<file path="config.mk">
export PLATFORM = sky130hd
export DESIGN_NAME = icmp4_error_context_parser_core
export DESIGN_NICKNAME = d
export VERILOG_FILES = /design/src/design/icmp4_ctx_pkg.sv /design/src/design/icmp4_ctx_capture.sv /design/src/design/icmp4_ctx_format.sv /design/src/design/icmp4_error_context_parser_core.sv
export SDC_FILE = /design/constraint.sdc
export NUM_CORES = 1
export LEC_CHECK = 0
export BUFFER_PORTS_ARGS = -buffer_cell sky130_fd_sc_hd__buf_2
export CAP_MARGIN = 20
export CORE_AREA = 2 2 207 158
export DETAILED_ROUTE_END_ITERATION = 6
export DIE_AREA = 0 0 209 160
export PLACE_DENSITY = 0.82
export SETUP_SLACK_MARGIN = 0.5
export SKIP_CTS_REPAIR_TIMING = 1
export SYNTH_ARGS = -nofsm -noshare
export SYNTH_HDL_FRONTEND = slang
export SYNTH_SLANG_ARGS = --single-unit
export TNS_END_PERCENT = 100
</file>
<file path="constraint.sdc">
create_clock -name clk -period 7.7 [get_ports clk]
set_clock_uncertainty 0.1 [all_clocks]
set_input_delay 0.77 -clock clk [delete_from_list [all_inputs] [get_ports clk]]
set_output_delay 0.77 -clock clk [all_outputs]
set_load 0.05 [all_outputs]
</file>
<file path="src/design/icmp4_ctx_pkg.sv">
// ----------------------------------------------------------------------------
// icmp4_ctx_pkg
// Types, constants and helpers for the quoted IPv4 header parser.
// ----------------------------------------------------------------------------
package icmp4_ctx_pkg;

  localparam int unsigned CountW      = 7;
  localparam int unsigned HdrW        = 6;
  localparam logic [CountW-1:0] CountMax    = 7'd127;
  localparam logic [CountW-1:0] MinHdrBytes = 7'd20;
  localparam logic [CountW-1:0] PortBytes   = 7'd4;

  localparam logic [7:0] PROTO_NUM_ICMP = 8'd1;
  localparam logic [7:0] PROTO_NUM_TCP  = 8'd6;
  localparam logic [7:0] PROTO_NUM_UDP  = 8'd17;

  localparam logic [15:0] SUM_GOOD = 16'hffff;

  // icmp message types with a request/reply counterpart
  localparam logic [7:0] MSG_ECHO_REP   = 8'd0;
  localparam logic [7:0] MSG_ECHO_REQ   = 8'd8;
  localparam logic [7:0] MSG_ROUTER_ADV = 8'd9;
  localparam logic [7:0] MSG_ROUTER_SOL = 8'd10;
  localparam logic [7:0] MSG_TS_REQ     = 8'd13;
  localparam logic [7:0] MSG_TS_REP     = 8'd14;
  localparam logic [7:0] MSG_INFO_REQ   = 8'd15;
  localparam logic [7:0] MSG_INFO_REP   = 8'd16;
  localparam logic [7:0] MSG_MASK_REQ   = 8'd17;
  localparam logic [7:0] MSG_MASK_REP   = 8'd18;

  typedef enum logic [1:0] {
    PROTO_UNKNOWN = 2'd0,
    PROTO_TCP     = 2'd1,
    PROTO_UDP     = 2'd2,
    PROTO_ICMP    = 2'd3
  } proto_class_t;

  typedef struct packed {
    logic [7:0] data_byte;
    logic       last_byte;
  } in_item_t;

  typedef struct packed {
    logic [31:0]  source_address;
    logic [31:0]  dest_address;
    logic [15:0]  source_port;
    logic [15:0]  dest_port;
    logic [15:0]  total_length;
    proto_class_t proto_class;
    logic [12:0]  fragment_offset;
    logic         more_fragments;
    logic         dont_fragment;
    logic         header_length_bad;
    logic         checksum_bad;
  } out_item_t;

  // per-packet parse context
  typedef struct packed {
    logic [CountW-1:0] byte_count;
    logic [HdrW-1:0]   header_bytes;
    logic [15:0]       sum_accumulator;
    logic [7:0]        high_byte_hold;
    logic [15:0]       length_word;
    logic [15:0]       fragment_word;
    logic [7:0]        protocol_byte;
    logic [31:0]       source_word;
    logic [31:0]       dest_word;
    logic [31:0]       port_bytes;
  } pkt_ctx_t;

  function automatic logic [7:0] counterpart_type(input logic [7:0] t, input logic [7:0] code);
    logic [7:0] r;
    case (t)
      MSG_ECHO_REQ:   r = MSG_ECHO_REP;
      MSG_ECHO_REP:   r = MSG_ECHO_REQ;
      MSG_TS_REQ:     r = MSG_TS_REP;
      MSG_TS_REP:     r = MSG_TS_REQ;
      MSG_INFO_REQ:   r = MSG_INFO_REP;
      MSG_INFO_REP:   r = MSG_INFO_REQ;
      MSG_ROUTER_SOL: r = MSG_ROUTER_ADV;
      MSG_MASK_REQ:   r = MSG_MASK_REP;
      MSG_MASK_REP:   r = MSG_MASK_REQ;
      default:        r = code;
    endcase
    return r;
  endfunction

endpackage

</file>
<file path="src/design/icmp4_ctx_capture.sv">
// ----------------------------------------------------------------------------
// icmp4_ctx_capture
// Per-byte update of the parse context: count, header fields, checksum, ports.
// ----------------------------------------------------------------------------
module icmp4_ctx_capture import icmp4_ctx_pkg::*; (
  input  logic     clk,
  input  logic     rst_n,
  input  logic     accept,
  input  in_item_t item,
  output pkt_ctx_t ctx_upd
);

  pkt_ctx_t ctx_r;
  pkt_ctx_t ctx_nxt;

  logic [CountW-1:0] idx;
  logic [CountW-1:0] hdr_len;
  logic [CountW-1:0] port_off;
  logic [16:0]       sum_raw;
  logic [7:0]        b;

  always_comb begin
    b       = item.data_byte;
    idx     = ctx_r.byte_count;
    ctx_upd = ctx_r;

    if (idx == '0) begin
      ctx_upd.header_bytes = {b[3:0], 2'b00};
    end
    hdr_len  = {1'b0, ctx_upd.header_bytes};
    port_off = idx - hdr_len;
    sum_raw  = {1'b0, ctx_r.sum_accumulator} + {1'b0, ctx_r.high_byte_hold, b};

    case (idx)
      7'd2:  ctx_upd.length_word[15:8]   = b;
      7'd3:  ctx_upd.length_word[7:0]    = b;
      7'd6:  ctx_upd.fragment_word[15:8] = b;
      7'd7:  ctx_upd.fragment_word[7:0]  = b;
      7'd9:  ctx_upd.protocol_byte       = b;
      7'd12: ctx_upd.source_word[31:24]  = b;
      7'd13: ctx_upd.source_word[23:16]  = b;
      7'd14: ctx_upd.source_word[15:8]   = b;
      7'd15: ctx_upd.source_word[7:0]    = b;
      7'd16: ctx_upd.dest_word[31:24]    = b;
      7'd17: ctx_upd.dest_word[23:16]    = b;
      7'd18: ctx_upd.dest_word[15:8]     = b;
      7'd19: ctx_upd.dest_word[7:0]      = b;
      default: ;
    endcase

    if (idx < hdr_len) begin
      if (!idx[0]) begin
        ctx_upd.high_byte_hold = b;
      end else begin
        // end-around carry keeps the sum within 16 bits
        ctx_upd.sum_accumulator = sum_raw[15:0] + {15'd0, sum_raw[16]};
      end
    end else if (idx < hdr_len + PortBytes) begin
      case (port_off[1:0])
        2'd0:    ctx_upd.port_bytes[31:24] = b;
        2'd1:    ctx_upd.port_bytes[23:16] = b;
        2'd2:    ctx_upd.port_bytes[15:8]  = b;
        default: ctx_upd.port_bytes[7:0]   = b;
      endcase
    end

    if (idx < CountMax) begin
      ctx_upd.byte_count = idx + 7'd1;
    end
  end

  always_comb begin
    ctx_nxt = ctx_r;
    if (accept) begin
      ctx_nxt = item.last_byte ? '0 : ctx_upd;
    end
  end

  always_ff @(posedge clk) begin
    if (!rst_n) begin
      ctx_r <= '0;
    end else begin
      ctx_r <= ctx_nxt;
    end
  end

endmodule

</file>
<file path="src/design/icmp4_ctx_format.sv">
// ----------------------------------------------------------------------------
// icmp4_ctx_format
// Builds the result item from the parse context of the final byte.
// ----------------------------------------------------------------------------
module icmp4_ctx_format import icmp4_ctx_pkg::*; (
  input  pkt_ctx_t  ctx,
  output out_item_t res
);

  logic [CountW-1:0] len;
  logic [CountW-1:0] hdr_len;

  always_comb begin
    len     = ctx.byte_count;
    hdr_len = {1'b0, ctx.header_bytes};
    res     = '0;

    if (hdr_len < MinHdrBytes || hdr_len > len) begin
      res.header_length_bad = 1'b1;
    end else begin
      res.source_address  = ctx.source_word;
      res.dest_address    = ctx.dest_word;
      res.total_length    = ctx.length_word;
      res.checksum_bad    = ctx.sum_accumulator != SUM_GOOD;
      res.fragment_offset = ctx.fragment_word[12:0];
      res.more_fragments  = ctx.fragment_word[13];
      res.dont_fragment   = ctx.fragment_word[14];
      case (ctx.protocol_byte)
        PROTO_NUM_TCP:  res.proto_class = PROTO_TCP;
        PROTO_NUM_UDP:  res.proto_class = PROTO_UDP;
        PROTO_NUM_ICMP: res.proto_class = PROTO_ICMP;
        default:        res.proto_class = PROTO_UNKNOWN;
      endcase
      if (len < hdr_len + PortBytes) begin
        res.header_length_bad = 1'b1;
      end else if (res.proto_class == PROTO_TCP || res.proto_class == PROTO_UDP) begin
        res.source_port = ctx.port_bytes[31:16];
        res.dest_port   = ctx.port_bytes[15:0];
      end else if (res.proto_class == PROTO_ICMP) begin
        res.source_port = {8'd0, ctx.port_bytes[31:24]};
        res.dest_port   = {8'd0, counterpart_type(ctx.port_bytes[31:24],
                                                  ctx.port_bytes[23:16])};
      end
    end
  end

endmodule

</file>
<file path="src/design/icmp4_error_context_parser_core.sv">
// ----------------------------------------------------------------------------
// icmp4_error_context_parser_core
// Parses the IPv4 packet quoted in an ICMP error, one byte per transaction.
//
//   channel  direction  payload     handshake
//   in_      input      in_item_t   in_valid / in_stall
//   out_     output     out_item_t  out_valid / out_stall
//
// one byte is taken every cycle while in_stall is low; the result of a packet
// appears in the output register the cycle after its last byte is accepted
// reset (synchronous, rst_n low) clears the parse context and the output valid flag
// in_stall is high only while a result waits in the output register and
// out_stall holds it; the register is reloaded as it drains
// ----------------------------------------------------------------------------
module icmp4_error_context_parser_core import icmp4_ctx_pkg::*; (
  input  logic      clk,
  input  logic      rst_n,
  input  logic      in_valid,
  output logic      in_stall,
  input  in_item_t  in_data,
  output logic      out_valid,
  input  logic      out_stall,
  output out_item_t out_data
);

  logic      in_accept;
  pkt_ctx_t  ctx_upd;
  out_item_t res;
  logic      out_valid_r;
  logic      out_valid_nxt;
  out_item_t out_data_r;
  out_item_t out_data_nxt;

  assign in_stall  = out_valid_r && out_stall;
  assign in_accept = in_valid && !in_stall;

  icmp4_ctx_capture u_capture (
    .clk     (clk),
    .rst_n   (rst_n),
    .accept  (in_accept),
    .item    (in_data),
    .ctx_upd (ctx_upd)
  );

  icmp4_ctx_format u_format (
    .ctx (ctx_upd),
    .res (res)
  );

  always_comb begin
    out_valid_nxt = out_valid_r && out_stall;
    out_data_nxt  = out_data_r;
    if (in_accept && in_data.last_byte) begin
      out_valid_nxt = 1'b1;
      out_data_nxt  = res;
    end
  end

  always_ff @(posedge clk) begin
    if (!rst_n) begin
      out_valid_r <= 1'b0;
    end else begin
      out_valid_r <= out_valid_nxt;
    end
  end

  always_ff @(posedge clk) begin
    out_data_r <= out_data_nxt;
  end

  assign out_valid = out_valid_r;
  assign out_data  = out_data_r;

endmodule

</file>
# After elaboration in Yosys (flattened, before gate mapping)
# Index checks and enable logic that the tools add are counted.
dict set report word_totals {
  ff_bits 304
  output_inout_bits 133
  wordCells 109
}
dict set report classes {
  n_mux 32
  addsub 5
  n_reduce_logical 13
  n_eq_ne 31
  order_cmp 6
}
# cell n
set op_table {}
lappend op_table {{$mux W173} 1}
lappend op_table {{$mux W8} 18}
lappend op_table {{$mux W32} 3}
lappend op_table {{$pmux W8 S9} 1}
lappend op_table {{$mux W24} 2}
lappend op_table {{$eq A8 B4 Y1 const B} 5}
lappend op_table {{$eq A7 B4 Y1 const B} 5}
lappend op_table {{$eq A8 B5 Y1 const B} 4}
lappend op_table {{$eq A7 B5 Y1 const B} 4}
lappend op_table {{$add A16 B16 Y17} 1}
lappend op_table {{$add A16 B1 Y16} 1}
lappend op_table {{$mux W16} 1}
lappend op_table {{$ne A16 B16 Y1 const B} 1}
lappend op_table {{$eq A7 B2 Y1 const B} 2}
lappend op_table {{$eq A7 B3 Y1 const B} 2}
lappend op_table {{$lt A7 B7 Y1} 2}
lappend op_table {{$eq A8 B1 Y1 const B} 1}
lappend op_table {{$eq A8 B3 Y1 const B} 1}
lappend op_table {{$logic_not A8 Y1} 1}
lappend op_table {{$add A6 B3 Y7 const B} 1}
lappend op_table {{$add A7 B1 Y7 const B} 1}
lappend op_table {{$gt A6 B7 Y1} 1}
lappend op_table {{$logic_not A7 Y1} 1}
lappend op_table {{$lt A7 B6 Y1} 1}
lappend op_table {{other kinds (19)} 26}

# Longest topological paths before layout
# Gate-level depths: netlist of the first run.
dict set report depth {
  ltp_word 12
  mapped_depth 22
}

# Hierarchy
# From an unflattened synthesis of the first run, not the netlist that was laid out.
dict set report unflattened {
  cells_unflattened 1572
  area_unflattened_um2 15894.0
}
# mod cells_per_inst seq_area_each_um2 n_inst area_each_um2
set by_module_without_submodules {}
lappend by_module_without_submodules {icmp4_ctx_capture 1149 3463.3 1 10098.4}
lappend by_module_without_submodules {icmp4_error_context_parser_core 138 3953.8 1 3985.1}
lappend by_module_without_submodules {icmp4_ctx_format 285 0.0 1 1810.5}

# Worst setup path after synthesis of the first run
# Ideal clock, no wire load.
dict set report synth_path {
  kind {input to register}
  start {input out_stall}
  end {register out_data_r, in the netlist out_data[0], enable pin}
  t_arrival_ns 6.902
  stages 5
  slack_ns 0.073
  cell_sequence {nand2_1 > nand2_1 > clkbuf_1 > buf_1 > nor2_1}
}
dict set report synth_via {
  elab_chain_len 4
}
# item line
set synth_rtl {}
lappend synth_rtl {{from (decl)} icmp4_error_context_parser_core.sv:22} ;# input logic out_stall,
lappend synth_rtl {{$logic_and A1 B1 Y1} icmp4_error_context_parser_core.sv:34} ;# assign in_stall = out_valid_r && out_stall;
lappend synth_rtl {{$logic_not A1 Y1} icmp4_error_context_parser_core.sv:35} ;# assign in_accept = in_valid && !in_stall;
lappend synth_rtl {{$logic_and A1 B1 Y1} icmp4_error_context_parser_core.sv:35}
lappend synth_rtl {{$logic_and A1 B1 Y1} icmp4_error_context_parser_core.sv:53} ;# if (in_accept && in_data.last_byte) begin
lappend synth_rtl {{to (signal assigned)} icmp4_error_context_parser_core.sv:68} ;# out_data_r <= out_data_nxt;
lappend synth_rtl {{to (decl)} icmp4_error_context_parser_core.sv:31} ;# out_item_t out_data_r;
# Every way passes these cells.
# A chain may end at the register's enable or synchronous reset.

# Final worst setup path of the first run
dict set report layout_path {
  start {register u_capture.ctx_r, in the netlist u_capture.idx[0]}
  end {register out_data_r, in the netlist out_data[39] (data pin)}
}
dict set report layout_via {
  elab_chain_len 11
  elab_cells_between_ends 46
  classes_between {add/sub: 3; order compare: 6; eq/ne: 17; mux: 13; reduce/logical: 7}
}
# item line
set layout_rtl {}
lappend layout_rtl {{from (decl)} icmp4_ctx_capture.sv:13} ;# pkt_ctx_t ctx_r;
lappend layout_rtl {{from (signal assigned)} icmp4_ctx_capture.sv:83} ;# ctx_r <= ctx_nxt;
lappend layout_rtl {{branches (longest 11 deep; another with $add A6 B3 Y7)} -}
# Parallel ways; which one is timed is not known. The select of a mux whose other input is x is not followed.

==> results of run 1 <==
[final cells by class]
cell class                      count  area [um2]
Timing Repair Buffer              164         883
Tap cell                          413         517
Antenna cell                        1        2.50
Inverter                           41         154
Fill cell                        2720       14100
Clock buffer                       38         821
Sequential cell                   304        7400
Clock inverter                     18         221
Multi-Input combinational cell   1183        7620
[how the worst min path moves through the flow]
stage,from,to,depth (start not counted)
2_1_floorplan,u_capture.ctx_r[160],u_capture.ctx_r[160],1
3_3_place_gp,u_capture.ctx_r[140],u_capture.ctx_r[140],2
3_5_place_dp,u_capture.ctx_r[160],u_capture.ctx_r[160],1
4_1_cts,u_capture.ctx_r[160],u_capture.ctx_r[160],1
5_1_grt,u_capture.ctx_r[160],u_capture.ctx_r[160],1
6_report,u_capture.ctx_r[136],u_capture.ctx_r[136],2
[stage by stage]
step,cell area [um2],std cells,setup slack [ps],util (%)
global route,17600,2162,1160,55.5
finish,17600,2162,1570,55.5
floorplan,15600,1643,2300,-
detailed placement,16500,2104,1740,52.1
global placement,16500,2104,1870,52.1
CTS,17600,2160,1700,55.4
[worst min-delay path: cells and delay by family, from the launching register on]
| kind | cells | cell delay [ps] |
|---|---|---|
| DFF | 1 | 320 |
| and+or+nand+nor | 1 | 50 |
| AOI/OAI and AO/OA | 1 | 60 |
[cells by family after synthesis]
family / count (synthesis)
compound gates: 437
xor+xnor: 16
fa+ha+maj: 40
buf+inv: 156
flops: 304
mux: 66
simple gates: 624
[layer usage]
layer | wire, um | part of all wire [%] | track usage (%)
met3 | 5170 | 11 | 6.04
met4 | 1780 | 3.8 | 10.1
met1 | 20500 | 44 | 40.3
met2 | 18900 | 41 | 37.8
met5 | 0 | 0 | 0
[state kept, by name, indices dropped and copies added, names as in the netlist]
register / cells
u_capture.idx: 7
out_valid: 1
out_data: 131
u_capture.ctx_r: 165
[synth_stat cells (all sizes together) (8+ instances only)]
cell type,n,area (um2)
a21boi,12,90.1
o21ai,34,185
a21oi,108,544
inv,40,150
a22oi,149,1120
nor2,189,726
xnor2,10,87.6
and2,18,113
dfxtp,173,3460
ha,39,488
nand4,8,50.1
nand2b,8,50.1
a31oi,9,62.6
nand2,108,408
a211oi,14,115
nor3,25,140
o211ai,14,124
clkbuf,90,339
o22ai,12,75.1
or3,8,55.1
o21a,13,97.6
mux2i,61,611
nand3,59,295
nor2b,162,1010
buf,25,128
a21o,19,143
edfxtp,131,3930
[cells in the final DEF, fill, tap and decap left out, drive strengths merged, types with 5 or more instances in the layout]
master and count:
a2111oi 5, a211o 5, a211oi 14, a21boi 12
a21o 19, a21oi 108, a221oi 5, a22oi 149
a31oi 9, and2 18, and3 7, buf 164
clkbuf 38, clkinv 12, dfxtp 173, edfxtp 131
ha 39, inv 42, mux2 5, mux2i 61
nand2 108, nand2b 8, nand3 59, nand3b 5
nand4 8, nor2 189, nor2b 162, nor3 25
nor4 6, o2111ai 6, o211ai 14, o21a 13
o21ai 34, o22ai 12, or2 7, or3 8
xnor2 10, xor2 6
[power breakdown]
part / internal (mW) / switching (mW) / total [mW]
logic: 0.0924 / 0.307 / 0.400
clock network: 0.895 / 0.656 / 1.55
registers: 1.70 / 0.0128 / 1.72
total: 2.69 / 0.977 / 3.67
==> reports/qor.txt, run 1 <==
first-pass GRT wire length - 71,000 um
number of vias per cell - 6.19
1st-iter DRT viols - 1,712
final hold vios - 0
max incr delay on CP - 920 ps
Area Growth Syn to Fin - 13.0%
R2R Setup Slk - 1570 ps
Hold WC Path Type - register to register
Buf/Inv on CP - 2
Wirelength per Cell - 21.4 um
DPL Wire Length - 30,000 um
vias in the first global route - 12,375
endpoints failing setup - 0
largest net degree at the start of global routing - 98
die area - 33,400 um2
Top Ports - 146
number of synthesized register bits - 304
CORE AREA - 31,700 um2
die height - 160 um
final WL - 46,400 um
clk_lat worst skew - 580 ps
DR pass1 iterations - 6
CP delay by family, top - compound AO/OA/AOI/OAI gates
outcome - completed
CP required - 7910 ps
CP max-delay cell - mux2i_1
Worst EP arrival - 6340 ps
crit-path cells - inv_1 > ha_1 > or3b_1 > nor2_8 > mux2i_1 > inv_1 > ha_1 > o21a_1 > o21ai_0 > a221o_2 > o211ai_4 > mux2i_1 > a211oi_2 > nand3b_1 > a31o_1
Sum Neg Setup Slack - 0 ps
CP Depth - 15
syn nets - 1,696
port bufs - 145
CTS tree - done
H-tree depth - 1
gr usage total - 26.9%
Synth Cell Area - 15,600 um2
Clock transition at path regs - 60 ps
Syn. warnings - 0
share of cells above drive strength 1 - 15.3%
CTS Buffer Depth - 3
DIE WIDTH - 209 um
Max Cap Violations - 0
nets@finish - 1,777
sequential fraction of the synthesis area - 47.5%
fin crit share - 79.6%
Fmax - 0.163 GHz
P per Cell Area - 208 nW/um2
CP Max Fanout - 25
Cell Rows - 57
adder-cell share of the synthesized area - 3.26%
initial antenna violation count - 1
worst rel slew slack - 20.2%
crit path time final - 6130 ps
GP Congestion - 0.960
Compound-Gate Fraction of Synth Area - 19.7%
Gate Count Post-Synth - 1,643
Post-synth ARST share - 0%
GRT overflow - 0
Avg Cell Area, Syn - 9.49 um2
Clock Tree Root - clkbuf_16
DRC Markers - 0
crit path from - u_capture.idx[0]
Min Hold Slack - 380 ps
Crit. End Element - register
via count - 13,374
Slew Limit Fails - 0
worst slew pin tran - 1200 ps
largest family of logic cells by synthesized area - simple AND/OR/NAND/NOR gates
peak supply drop - 0.000162 V
Final ANT Viol Nets - 0
crit path to - out_data[39]
multiplexer area fraction after synthesis - 4.28%
WS Path Type - register to register
RSZ-0062 raised after global routing - no
Initial Util - 49.1%
Reg2Reg Depth - 15
total power after layout - 3.67 mW
Netlist cell types - 92
number of CTS-inserted buffers - 30
Synth Area in Simple Gates - 20.4%
reg2reg start - u_capture.idx[0]
startpoint types - register
Pleak - 6.53 nW
Post-synth EDFFs - 131
RR Endpoint - out_data[39]
Num Clock Sinks - 304
top_reg_cell synth - dfxtp_1
XOR/XNOR Fraction of Synth Area - 0.899%
Note: power is estimated with default switching activity, not from simulation.
==> inputs of run 2 (changes only) <==
Settings changed: PLACE_DENSITY 0.82 to 0.8.
Clock period 7.7 ns to 5.8 ns, I/O delays scaled along.
==> reports/qor.txt, run 2 (synthesis gave the netlist of run 1 again) <==
endpoints failing setup - 0 (unchanged)
Fmax - 0.198 GHz (+21%)
gr usage total - 26.8% (-0.082 points)
DRC Markers - 0 (unchanged)
number of vias per cell - 6.13 (-0.93%)
storage element area - 7400 um2 (unchanged)
startpoint types - register
GRT overflow - 0 (unchanged)
1st-iter DRT viols - 1,704 (-0.47%)
port bufs - 145 (unchanged)
clk_lat worst skew - 560 ps (-20 ps)
H-tree depth - 1 (unchanged)
die height - 160 um (unchanged)
outcome - completed
P per Cell Area - 277 nW/um2 (+33%)
dpl ws - 442 ps (-1290 ps)
Clock transition at path regs - 70 ps (about the same)
final non-filler cell total - 2,176 (+0.65%)
CP required - 6000 ps (-1910 ps)
CTS Buffer Depth - 3 (unchanged)
largest net degree at the start of global routing - 109 (+11%)
Placed Area - 16,700 um2 (+0.64%)
Clock Tree Root - clkbuf_16
vias in the first global route - 12,519 (+1.2%)
final hold vios - 0 (unchanged)
GP Congestion - 0.953 (-0.79%)
Max Cap Violations - 0 (unchanged)
Cell Rows - 57 (unchanged)
total power after layout - 4.93 mW (+34%)
Hold WC Path Type - primary input to register
worst rel slew slack - 20.1% (-0.11 points)
final WL - 46,200 um (-0.34%)
max incr delay on CP - 550 ps (-370 ps)
share of cells above drive strength 1 - 16.2% (+0.96 points)
fin crit share - 87.1% (+7.5 points)
Num Clock Sinks - 304 (unchanged)
Sum Neg Setup Slack - 0 ps (unchanged)
Crit. End Element - register
CORE AREA - 31,700 um2 (unchanged)
CP Max Fanout - 12 (-52%)
DR pass1 iterations - 6 (unchanged)
die area - 33,400 um2 (unchanged)
nets@finish - 1,793 (+0.90%)
Filler Cells Inserted - 2,759 (+1.4%)
Area Growth Syn to Fin - 14.2%
Top reg by flops - u_capture.ctx_r
Initial Util - 49.1% (unchanged)
post-layout instance area - 17,800 um2 (+1.1%)
most frequent cells in the layout - nor2_1, dfxtp_1, nor2b_1, a22oi_1, buf_2
Largest register FFs - 165 (unchanged)
dpl cells - 2,116 (+0.57%)
hold path start - out_stall
most common cell after layout, fill and taps aside - nor2_1
crit-path cells - inv_1 > ha_2 > or3b_1 > nor2_8 > mux2i_4 > inv_1 > ha_1 > o21a_1 > o21ai_0 > a221o_2 > o211ai_4 > buf_4 > mux2i_1 > buf_4 > o211ai_1 > a211oi_1 > o32ai_2
Final ANT Viol Nets - 0 (unchanged)
via count - 13,335 (-0.29%)
RSZ-0062 raised after global routing - no
area of the multi-input gates - 7650 um2 (+0.49%)
CTS tree - done
DIE WIDTH - 209 um (unchanged)
crit path from - u_capture.idx[0]
reg2reg start - u_capture.idx[0]
Wirelength per Cell - 21.2 um (-0.98%)
initial antenna violation count - 1 (unchanged)
Slew Limit Fails - 0 (unchanged)
Setup WS post-layout - 748 ps (-822 ps)
Top Ports - 146 (unchanged)
CP max-delay cell - or3b_1
number of CTS-inserted buffers - 29 (-3.3%)
WS Path Type - register to register
DPL Wire Length - 30,000 um (about the same)
crit path time final - 5050 ps (-1080 ps)
worst slew pin tran - 1190 ps (-2.42 ps)
Worst EP arrival - 5250 ps (-1090 ps)
Pleak - 6.58 nW (+0.78%)
first-pass GRT wire length - 70,900 um (-0.17%)
peak supply drop - 0.000220 V (+35%)
==> run 2: cell count changes in the layout (fill, tap and decap cells not counted), sizes merged <==
cell	delta
buf	+17
clkbuf	-6
clkinv	-6
clkinvlp	+6
bufinv	+4
inv	-1
==> run 2: metal layers <==
layer  routed length, um  share of wire [%]  GRT usage (%)
met4                1540                3.3           8.80
met5                  44              0.095          0.862
met3                4470                9.7           6.29
met1               20400                 44           38.7
met2               19800                 43           39.7
==> run 2: stage by stage <==
stage / hold slack, ps / util (%)
5_1_grt: 334 / 56.1
3_5_place_dp: 365 / 52.5
3_3_place_gp: 361 / 52.5
4_1_cts: 276 / 55.8
6_report: 291 / 56.1
2_1_floorplan: 344 / -
==> run 2: layout make-up <==
cell class,count,area share [%]
clock inverters,21,1.79
inverters,41,0.865
clock buffers,32,4.14
multi-input cells,1183,43.0
flip-flops and latches,304,41.6
repair buffers,181,5.72
diodes,1,0.0141
well taps,413,2.90
==> run 2: worst paths after layout <==
path / endpoint / depth (start not counted) / slack (ps)
setup / recovery: out_data[38] / 17 / 750
hold / removal: out_valid / 4 / 290
setup reg to reg: out_data[38] / 17 / 750
hold reg to reg: u_capture.ctx_r[137] / 2 / 390
==> run 2: power by group <==
group          switching, mW  internal (mW)  leakage, nW
combinational          0.405          0.130         3.43
clock                  0.843           1.27        0.490
sequential            0.0181           2.26         2.66
total                   1.27           3.67         6.58
==> run 2: worst max-delay path: cells and delay by family (launching register included) <==
family / cells / cell delay [ps]
buffers and inverters: 4 / 730
flip-flops: 1 / 420
AND/OR/NAND/NOR: 2 / 760
AO/OA/AOI/OAI: 7 / 1570
multiplexers: 2 / 520
adder cells (fa/ha/maj): 2 / 670
